[config.mk]
export PLATFORM = sky130hd
export DESIGN_NAME = flat_json_field_scanner
export DESIGN_NICKNAME = d
export VERILOG_FILES = /design/src/rtl/fjs_pkg.sv /design/src/rtl/fjs_step.sv /design/src/rtl/flat_json_field_scanner.sv
export SDC_FILE = /design/constraint.sdc
export NUM_CORES = 1
export LEC_CHECK = 0
export BUFFER_PORTS_ARGS = -buffer_cell sky130_fd_sc_hd__buf_4
export CORE_UTILIZATION = 62
export DETAILED_ROUTE_END_ITERATION = 8
export HOLD_SLACK_MARGIN = 0.06
export MAX_ROUTING_LAYER = met4
export PLACE_DENSITY = 0.86
export SLEW_MARGIN = 20
export SYNTH_ARGS = -nofsm -noshare
export SYNTH_HDL_FRONTEND = slang
export SYNTH_SLANG_ARGS = --single-unit
[constraint.sdc]
create_clock -name i_clk -period 7.9 [get_ports i_clk]
set_input_delay 0.79 -clock i_clk [delete_from_list [all_inputs] [get_ports i_clk]]
set_output_delay 0.79 -clock i_clk [all_outputs]
set_load 0.01 [all_outputs]
[src/rtl/fjs_pkg.sv]
// fjs_pkg: scan modes, character codes, record kinds and the record type
// for the flat JSON field scanner. No dependencies.
package fjs_pkg;

    typedef enum logic [3:0] {
        M_HDR0    = 4'd0,
        M_HDR1    = 4'd1,
        M_HEADKEY = 4'd2,
        M_MAIN    = 4'd3,
        M_VSKIP   = 4'd4,
        M_VOBJ    = 4'd5,
        M_VARR    = 4'd6,
        M_VOTHER  = 4'd7,
        M_KSKIP   = 4'd8,
        M_KEY     = 4'd9,
        M_DEAD    = 4'd10
    } t_mode;

    localparam logic [7:0] CH_COLON  = 8'h3A;
    localparam logic [7:0] CH_COMMA  = 8'h2C;
    localparam logic [7:0] CH_RBRACE = 8'h7D;
    localparam logic [7:0] CH_RBRACK = 8'h5D;
    localparam logic [7:0] CH_LBRACK = 8'h5B;
    localparam logic [7:0] CH_LBRACE = 8'h7B;
    localparam logic [7:0] CH_SPACE  = 8'h20;
    localparam logic [7:0] CH_QUOTE  = 8'h22;
    localparam logic [7:0] CH_LOW_T  = 8'h74;
    localparam logic [7:0] CH_UP_T   = 8'h54;
    localparam logic [7:0] CH_LOW_F  = 8'h66;
    localparam logic [7:0] CH_UP_F   = 8'h46;
    localparam logic [7:0] CH_ZERO   = 8'h30;
    localparam logic [7:0] CH_NINE   = 8'h39;

    localparam logic [2:0] KIND_NUMBER  = 3'd0;
    localparam logic [2:0] KIND_BOOLEAN = 3'd1;
    localparam logic [2:0] KIND_STRING  = 3'd2;
    localparam logic [2:0] KIND_ARRAY   = 3'd3;
    localparam logic [2:0] KIND_OBJECT  = 3'd4;
    localparam logic [2:0] KIND_OTHER   = 3'd5;

    typedef struct packed {
        logic        is_value;
        logic [2:0]  kind;
        logic [15:0] start_pos;
        logic [15:0] end_pos;
        logic [15:0] record_index;
    } t_rec;

    function automatic logic [2:0] classify(input logic [7:0] c);
        logic [2:0] k;
        k = KIND_OTHER;
        if (c inside {[CH_ZERO:CH_NINE]}) begin
            k = KIND_NUMBER;
        end else if (c == CH_QUOTE) begin
            k = KIND_STRING;
        end else if (c == CH_LBRACK) begin
            k = KIND_ARRAY;
        end else if (c == CH_LBRACE) begin
            k = KIND_OBJECT;
        end else if (c inside {CH_LOW_T, CH_UP_T, CH_LOW_F, CH_UP_F}) begin
            k = KIND_BOOLEAN;
        end
        return k;
    endfunction

endpackage

[src/rtl/fjs_step.sv]
// fjs_step: next-state and record logic for one byte of the scanner.
// Purely combinational; uses fjs_pkg.
module fjs_step #(
    parameter int POSITION_BITS = 16
) (
    input  fjs_pkg::t_mode            i_mode,
    input  logic [POSITION_BITS-1:0]  i_pos,
    input  logic [POSITION_BITS-1:0]  i_span_start,
    input  logic [2:0]                i_span_kind,
    input  logic [15:0]               i_records,
    input  logic [7:0]                i_data,
    input  logic                      i_last,
    output fjs_pkg::t_mode            o_mode,
    output logic [POSITION_BITS-1:0]  o_pos,
    output logic [POSITION_BITS-1:0]  o_span_start,
    output logic [2:0]                o_span_kind,
    output logic [15:0]               o_records,
    output logic                      o_emit,
    output fjs_pkg::t_rec             o_rec
);

    localparam logic [POSITION_BITS-1:0] POS_MAX = '1;

    fjs_pkg::t_mode           mode;
    logic [POSITION_BITS-1:0] span_start;
    logic [2:0]               span_kind;
    logic [POSITION_BITS-1:0] prev;
    logic [POSITION_BITS-1:0] rec_start;
    logic [POSITION_BITS-1:0] rec_end;
    logic [POSITION_BITS+15:0] start_ext;
    logic [POSITION_BITS+15:0] end_ext;
    logic                     emit;
    logic                     rec_is_value;
    logic [2:0]               rec_kind;
    fjs_pkg::t_mode           dispatch;

    assign prev = i_pos - POSITION_BITS'(1);

    always_comb begin
        if (i_data == fjs_pkg::CH_COLON) begin
            dispatch = fjs_pkg::M_VSKIP;
        end else if (i_data == fjs_pkg::CH_COMMA) begin
            dispatch = fjs_pkg::M_KSKIP;
        end else begin
            dispatch = fjs_pkg::M_MAIN;
        end
    end

    always_comb begin
        mode         = i_mode;
        span_start   = i_span_start;
        span_kind    = i_span_kind;
        emit         = 1'b0;
        rec_is_value = 1'b0;
        rec_kind     = fjs_pkg::KIND_STRING;
        rec_start    = i_span_start;
        rec_end      = i_pos;
        case (i_mode)
            fjs_pkg::M_HDR0: begin
                mode = (i_data == fjs_pkg::CH_LBRACE) ? fjs_pkg::M_HDR1 : fjs_pkg::M_DEAD;
            end
            fjs_pkg::M_HDR1: begin
                mode = (i_data == fjs_pkg::CH_QUOTE) ? fjs_pkg::M_HEADKEY : fjs_pkg::M_DEAD;
            end
            fjs_pkg::M_HEADKEY: begin
                if (i_data == fjs_pkg::CH_QUOTE) begin
                    emit      = 1'b1;
                    rec_start = POSITION_BITS'(1);
                    rec_end   = i_pos;
                    mode      = fjs_pkg::M_MAIN;
                end
            end
            fjs_pkg::M_MAIN: begin
                mode = dispatch;
            end
            fjs_pkg::M_VSKIP: begin
                if (i_data != fjs_pkg::CH_SPACE) begin
                    span_start = i_pos;
                    if (i_data == fjs_pkg::CH_LBRACE) begin
                        span_kind = fjs_pkg::KIND_OBJECT;
                        mode      = fjs_pkg::M_VOBJ;
                    end else if (i_data == fjs_pkg::CH_LBRACK) begin
                        span_kind = fjs_pkg::KIND_ARRAY;
                        mode      = fjs_pkg::M_VARR;
                    end else if (i_data == fjs_pkg::CH_COMMA ||
                                 i_data == fjs_pkg::CH_RBRACE) begin
                        // empty value
                        emit         = 1'b1;
                        rec_is_value = 1'b1;
                        rec_kind     = fjs_pkg::KIND_OTHER;
                        rec_start    = i_pos;
                        rec_end      = prev;
                        mode         = dispatch;
                    end else begin
                        span_kind = fjs_pkg::classify(i_data);
                        mode      = fjs_pkg::M_VOTHER;
                    end
                end
            end
            fjs_pkg::M_VOBJ: begin
                if (i_data == fjs_pkg::CH_RBRACE) begin
                    emit         = 1'b1;
                    rec_is_value = 1'b1;
                    rec_kind     = i_span_kind;
                    mode         = fjs_pkg::M_MAIN;
                end
            end
            fjs_pkg::M_VARR: begin
                if (i_data == fjs_pkg::CH_RBRACK) begin
                    emit         = 1'b1;
                    rec_is_value = 1'b1;
                    rec_kind     = i_span_kind;
                    mode         = fjs_pkg::M_MAIN;
                end
            end
            fjs_pkg::M_VOTHER: begin
                if (i_data == fjs_pkg::CH_COMMA || i_data == fjs_pkg::CH_RBRACE) begin
                    emit         = 1'b1;
                    rec_is_value = 1'b1;
                    rec_kind     = i_span_kind;
                    rec_end      = prev;
                    mode         = dispatch;
                end
            end
            fjs_pkg::M_KSKIP: begin
                if (i_data != fjs_pkg::CH_SPACE) begin
                    span_start = i_pos;
                    if (i_data == fjs_pkg::CH_COLON) begin
                        // empty key
                        emit      = 1'b1;
                        rec_start = i_pos;
                        rec_end   = prev;
                        mode      = dispatch;
                    end else begin
                        mode = fjs_pkg::M_KEY;
                    end
                end
            end
            fjs_pkg::M_KEY: begin
                if (i_data == fjs_pkg::CH_COLON) begin
                    emit    = 1'b1;
                    rec_end = prev;
                    mode    = dispatch;
                end
            end
            default: begin
                mode = fjs_pkg::M_DEAD;
            end
        endcase
    end

    assign start_ext = {16'd0, rec_start};
    assign end_ext   = {16'd0, rec_end};

    always_comb begin
        o_rec.is_value     = rec_is_value;
        o_rec.kind         = rec_kind;
        o_rec.start_pos    = start_ext[15:0];
        o_rec.end_pos      = end_ext[15:0];
        o_rec.record_index = i_records;
        o_emit             = emit;
        if (i_last) begin
            o_mode       = fjs_pkg::M_HDR0;
            o_pos        = '0;
            o_span_start = '0;
            o_span_kind  = fjs_pkg::KIND_NUMBER;
            o_records    = 16'd0;
        end else begin
            o_mode       = mode;
            o_pos        = (i_pos == POS_MAX) ? i_pos : i_pos + POSITION_BITS'(1);
            o_span_start = span_start;
            o_span_kind  = span_kind;
            o_records    = emit ? i_records + 16'd1 : i_records;
        end
    end

endmodule

[src/rtl/flat_json_field_scanner.sv]
// flat_json_field_scanner: top level; input register, scan state, record register.
// Depends on fjs_pkg and fjs_step.
//
//  channel | direction | handshake                 | payload
//  in      | request   | i_in_valid / o_in_stall   | i_data_byte, i_last_byte
//  out     | record    | o_out_valid / i_out_stall | o_is_value, o_kind, o_start_pos,
//          |           |                           | o_end_pos, o_record_index
//
// One byte per clock unless o_in_stall is high; records are registered.
// The scan state updates as a byte moves from the input register to the record register.
// Synchronous active-low reset clears scan state and both valid flags.
// o_in_stall rises only when both registers hold a request and the record is stalled.
module flat_json_field_scanner #(
    parameter int POSITION_BITS = 16
) (
    input  logic        i_clk,
    input  logic        i_rst_n,
    input  logic        i_in_valid,
    output logic        o_in_stall,
    input  logic [7:0]  i_data_byte,
    input  logic        i_last_byte,
    output logic        o_out_valid,
    input  logic        i_out_stall,
    output logic        o_is_value,
    output logic [2:0]  o_kind,
    output logic [15:0] o_start_pos,
    output logic [15:0] o_end_pos,
    output logic [15:0] o_record_index
);

    logic                     r_in_valid;
    logic [7:0]               r_data;
    logic                     r_last;
    fjs_pkg::t_mode           r_mode;
    logic [POSITION_BITS-1:0] r_pos;
    logic [POSITION_BITS-1:0] r_span_start;
    logic [2:0]               r_span_kind;
    logic [15:0]              r_records;
    logic                     r_out_valid;
    fjs_pkg::t_rec            r_rec;

    fjs_pkg::t_mode           n_mode;
    logic [POSITION_BITS-1:0] n_pos;
    logic [POSITION_BITS-1:0] n_span_start;
    logic [2:0]               n_span_kind;
    logic [15:0]              n_records;
    fjs_pkg::t_rec            n_rec;
    logic                     emit;

    logic out_ready;
    logic proc;
    logic in_take;

    assign out_ready  = !r_out_valid || !i_out_stall;
    assign proc       = r_in_valid && out_ready;
    assign o_in_stall = r_in_valid && !out_ready;
    assign in_take    = i_in_valid && !o_in_stall;

    fjs_step #(
        .POSITION_BITS(POSITION_BITS)
    ) u_step (
        .i_mode       (r_mode),
        .i_pos        (r_pos),
        .i_span_start (r_span_start),
        .i_span_kind  (r_span_kind),
        .i_records    (r_records),
        .i_data       (r_data),
        .i_last       (r_last),
        .o_mode       (n_mode),
        .o_pos        (n_pos),
        .o_span_start (n_span_start),
        .o_span_kind  (n_span_kind),
        .o_records    (n_records),
        .o_emit       (emit),
        .o_rec        (n_rec)
    );

    always_ff @(posedge i_clk) begin
        if (!i_rst_n) begin
            r_in_valid   <= 1'b0;
            r_out_valid  <= 1'b0;
            r_mode       <= fjs_pkg::M_HDR0;
            r_pos        <= '0;
            r_span_start <= '0;
            r_span_kind  <= fjs_pkg::KIND_NUMBER;
            r_records    <= 16'd0;
        end else begin
            if (in_take) begin
                r_in_valid <= 1'b1;
            end else if (proc) begin
                r_in_valid <= 1'b0;
            end
            if (proc) begin
                r_out_valid  <= emit;
                r_mode       <= n_mode;
                r_pos        <= n_pos;
                r_span_start <= n_span_start;
                r_span_kind  <= n_span_kind;
                r_records    <= n_records;
            end else if (out_ready) begin
                r_out_valid <= 1'b0;
            end
        end
    end

    always_ff @(posedge i_clk) begin
        if (in_take) begin
            r_data <= i_data_byte;
            r_last <= i_last_byte;
        end
        if (proc && emit) begin
            r_rec <= n_rec;
        end
    end

    assign o_out_valid    = r_out_valid;
    assign o_is_value     = r_rec.is_value;
    assign o_kind         = r_rec.kind;
    assign o_start_pos    = r_rec.start_pos;
    assign o_end_pos      = r_rec.end_pos;
    assign o_record_index = r_rec.record_index;

`ifndef ASSERT_OFF
    a_last_clears: assert property (@(posedge i_clk) disable iff (!i_rst_n)
        (proc && r_last) |=> (r_pos == '0 && r_records == 16'd0 &&
                              r_mode == fjs_pkg::M_HDR0))
        else $error("state not cleared after last byte");

    a_count_step: assert property (@(posedge i_clk) disable iff (!i_rst_n)
        (proc && emit && !r_last) |=> (r_records == $past(r_records) + 16'd1))
        else $error("record count did not advance");

    a_key_kind: assert property (@(posedge i_clk) disable iff (!i_rst_n)
        (o_out_valid && !o_is_value) |-> (o_kind == fjs_pkg::KIND_STRING))
        else $error("key record with non-string kind");

    a_pos_mono: assert property (@(posedge i_clk) disable iff (!i_rst_n)
        (proc && !r_last) |=> (r_pos >= $past(r_pos)))
        else $error("byte position moved backward");

    a_no_drop: assert property (@(posedge i_clk) disable iff (!i_rst_n)
        (r_out_valid && i_out_stall) |=> r_out_valid)
        else $error("stalled record lost");
`endif

endmodule

==> run metrics <==
status=finished, final reports clean; Max IR drop VDD=0.0001459 V; met2 wire len=6885 um; ys flop type=edfxtp_1; Critical Path Start Type=flip-flop; setup slack, reg-to-reg=4.04 ns; Setup TNS=0 ns; crit-path max FO=53; Place WS=4.450 ns; Register Area=2973 sq um; antenna violations before repair=0; FF-to-FF End=r_records[1]; row count=34; Vias=4589; Final Hold Fails=0; Longest Clk Path Bufs=2; clock slew at reported path FFs=0.06 ns; syn nets=557; Min-Delay Startpoint=i_data_byte[6]; cts repair resizes=0; Post-CTS Repair Setup Buffers=0; DRC=0; CTS tree=yes; root buf cell=clkbuf_8; static leakage=0.002357 uW; fillcell total=591; largest net degree at the start of global routing=54; RSZ-0062 raised after global routing=no; grt ovf=0; htree depth=4; width of the die=96.21 um; fin nets=605; worst clock skew=0.009610 ns; Hold Crit Class=in -> reg; Area Growth Syn to Fin=18.67%; cell count of the worst reg-to-reg path=7; Synth top area share=33.29%; dominant cells by area after synthesis=edfxtp_1 33%, dfxtp_1 21%, nor2_1 4.3%; Hold Path Sink=r_data[6]; total track usage=32.56%; ys async rst share=0%; fmax=259.0 MHz; EDFF count, synth=61; Yosys warnings=0; Synth Instances=541; max-cap viol count=0; PwrDens=216.9 nW/um^2; 1st-iter DRT viols=297; Cell Count, Final, Fillers Out=710; Crit. End Element=flip-flop; fin crit period=3.861 ns; commonest non-fill, non-tap cell in the layout=buf_4; crit path DAT=4.24 ns; placed cells=678; # hold bufs at CTS=0; Core Region=8636 sq um; Slew @ Worst Pin=1.020 ns; layout cells sized above 1=17.77%; worst rel slew slack=31.83%; leading cell types in the layout, fill and taps excluded=67 x buf_4, 62 x nor2_1, 61 x edfxtp_1; First-pass DRT Iterations=5; Yosys cell types=66; total wire length=13920 um; # diodes=0; Initial Util=63.72%; TritonCTS Sinks=118; vias in the first global route=4267; Tcrit/Tclk final=48.87%; met1 WL=5589 um; register bit total from synthesis=118; io pins=67; largest area contributor in the netlist=edfxtp_1; area of the multi-input gates=2317 sq um; met3 WL=1095 um; drt wl/cell=19.60 um; top sig layer=met4; sequential-to-total area share from yosys stat=54.02%; Slew Limit Fails=0; Vias per Instance=6.463; Total Die Area=9256 sq um; Worst EP required=8.28 ns; final worst slack=4.039 ns; reg-to-reg startpoint=r_data[1]; RePlAce Congestion=0.9436; first-pass GRT wire length=21660 um; WHS Path Cells=1; Cell Area, Synth=5503 sq um; PortBufs=66; kind of critical path=reg -> reg; worst skew pair latency=0.52 ns; CTS buffer count=17; syn_area_per_cell=10.17 sq um; DP HPWL=8737 um; Post-DRT Antenna Nets=0; final setup vio count=0; Die H=96.21 um
synth_stat cells (5+ instances only):
master    instances
or3_1            14
a22oi_1          17
o21ai_0          21
dfxtp_1          57
nor4_1            5
inv_1            14
buf_2             5
a22o_1           15
xor2_1            7
nor2b_1           7
and3_1            9
xnor2_1          25
nand2b_1          6
a21oi_1          26
edfxtp_1         61
nand3_1          25
nor3_1           14
clkbuf_1         28
nor2_1           63
nand2_1          29
and2_1            6
nand4_1          11
worst max-delay path: stages (launching register included):
cell,delay [ns]
edfxtp_1,0.51
nor4b_1,0.63
a21oi_1,0.18
o211ai_2,0.39
a21o_1,0.62
clkinv_2,0.95
nand3_1,0.33
a21oi_1,0.09
stage by stage:
| stage | area, sq um | power (uW) | hold slack (ns) | utilization [%] |
|---|---|---|---|---|
| final | 6530 | 1417 | 0.4458 | 75.62 |
| after global placement | 5982 | 715.7 | 0.4380 | 69.27 |
| after global routing | 6530 | 1452 | 0.4324 | 75.62 |
| after detailed placement | 5984 | 717.0 | 0.4472 | 69.30 |
| after floorplan | 5503 | 701.2 | 0.4223 | - |
| after CTS | 6529 | 1421 | 0.4325 | 75.60 |
cell type report:
type | instances | share of cell area (%)
timing repair buffer | 67 | 7.703
clock buffer | 18 | 6.400
multi-input combinational | 370 | 35.49
sequential | 118 | 45.53
inverter | 15 | 0.8814
clock inverter | 14 | 1.935
tap | 108 | 2.069
registers in the layout (all words and copies together) (netlist names), 3 cells and up:
signal          count
o_end_pos          16
o_kind              3
o_record_index     16
o_start_pos        16
r_data              8
r_mode              4
r_pos              16
r_records          16
r_span_kind         3
r_span_start       16
power breakdown:
part	internal [uW]	leakage, uW	switching, uW
Clock	419	0.000256	292
Combinational	17.9	0.00104	30.3
Sequential	645	0.00106	12.4
Total	1080	0.00236	335
kinds of logic after synthesis:
logic type | count (synthesis) | synth area share (%)
mux | 2 | 0.3638
buf+inv | 53 | 4.024
simple gates | 211 | 20.17
compound gates | 122 | 15.64
flops | 118 | 54.02
fa+ha+maj | 3 | 0.6822
xor+xnor | 32 | 5.093
worst max-delay path by stage:
stage,from,to,slack (ns),depth (start not counted)
6_report,r_data[1],r_records[1],4.04,7
5_1_grt,r_data[6],r_records[1],3.66,7
4_1_cts,r_mode[3],r_records[1],4.42,7
3_5_place_dp,r_mode[3],r_records[1],4.45,7
3_3_place_gp,r_mode[3],r_records[1],4.65,7
2_1_floorplan,i_out_stall,o_end_pos[0],4.79,7
routing by layer:
layer	up-vias	global-route usage, %
met2	254	51.24
met5	-	-
met3	41	6.082
met4	0	15.42
li1	2100	-
met1	2194	40.45
(Power assumes the default switching activity.)
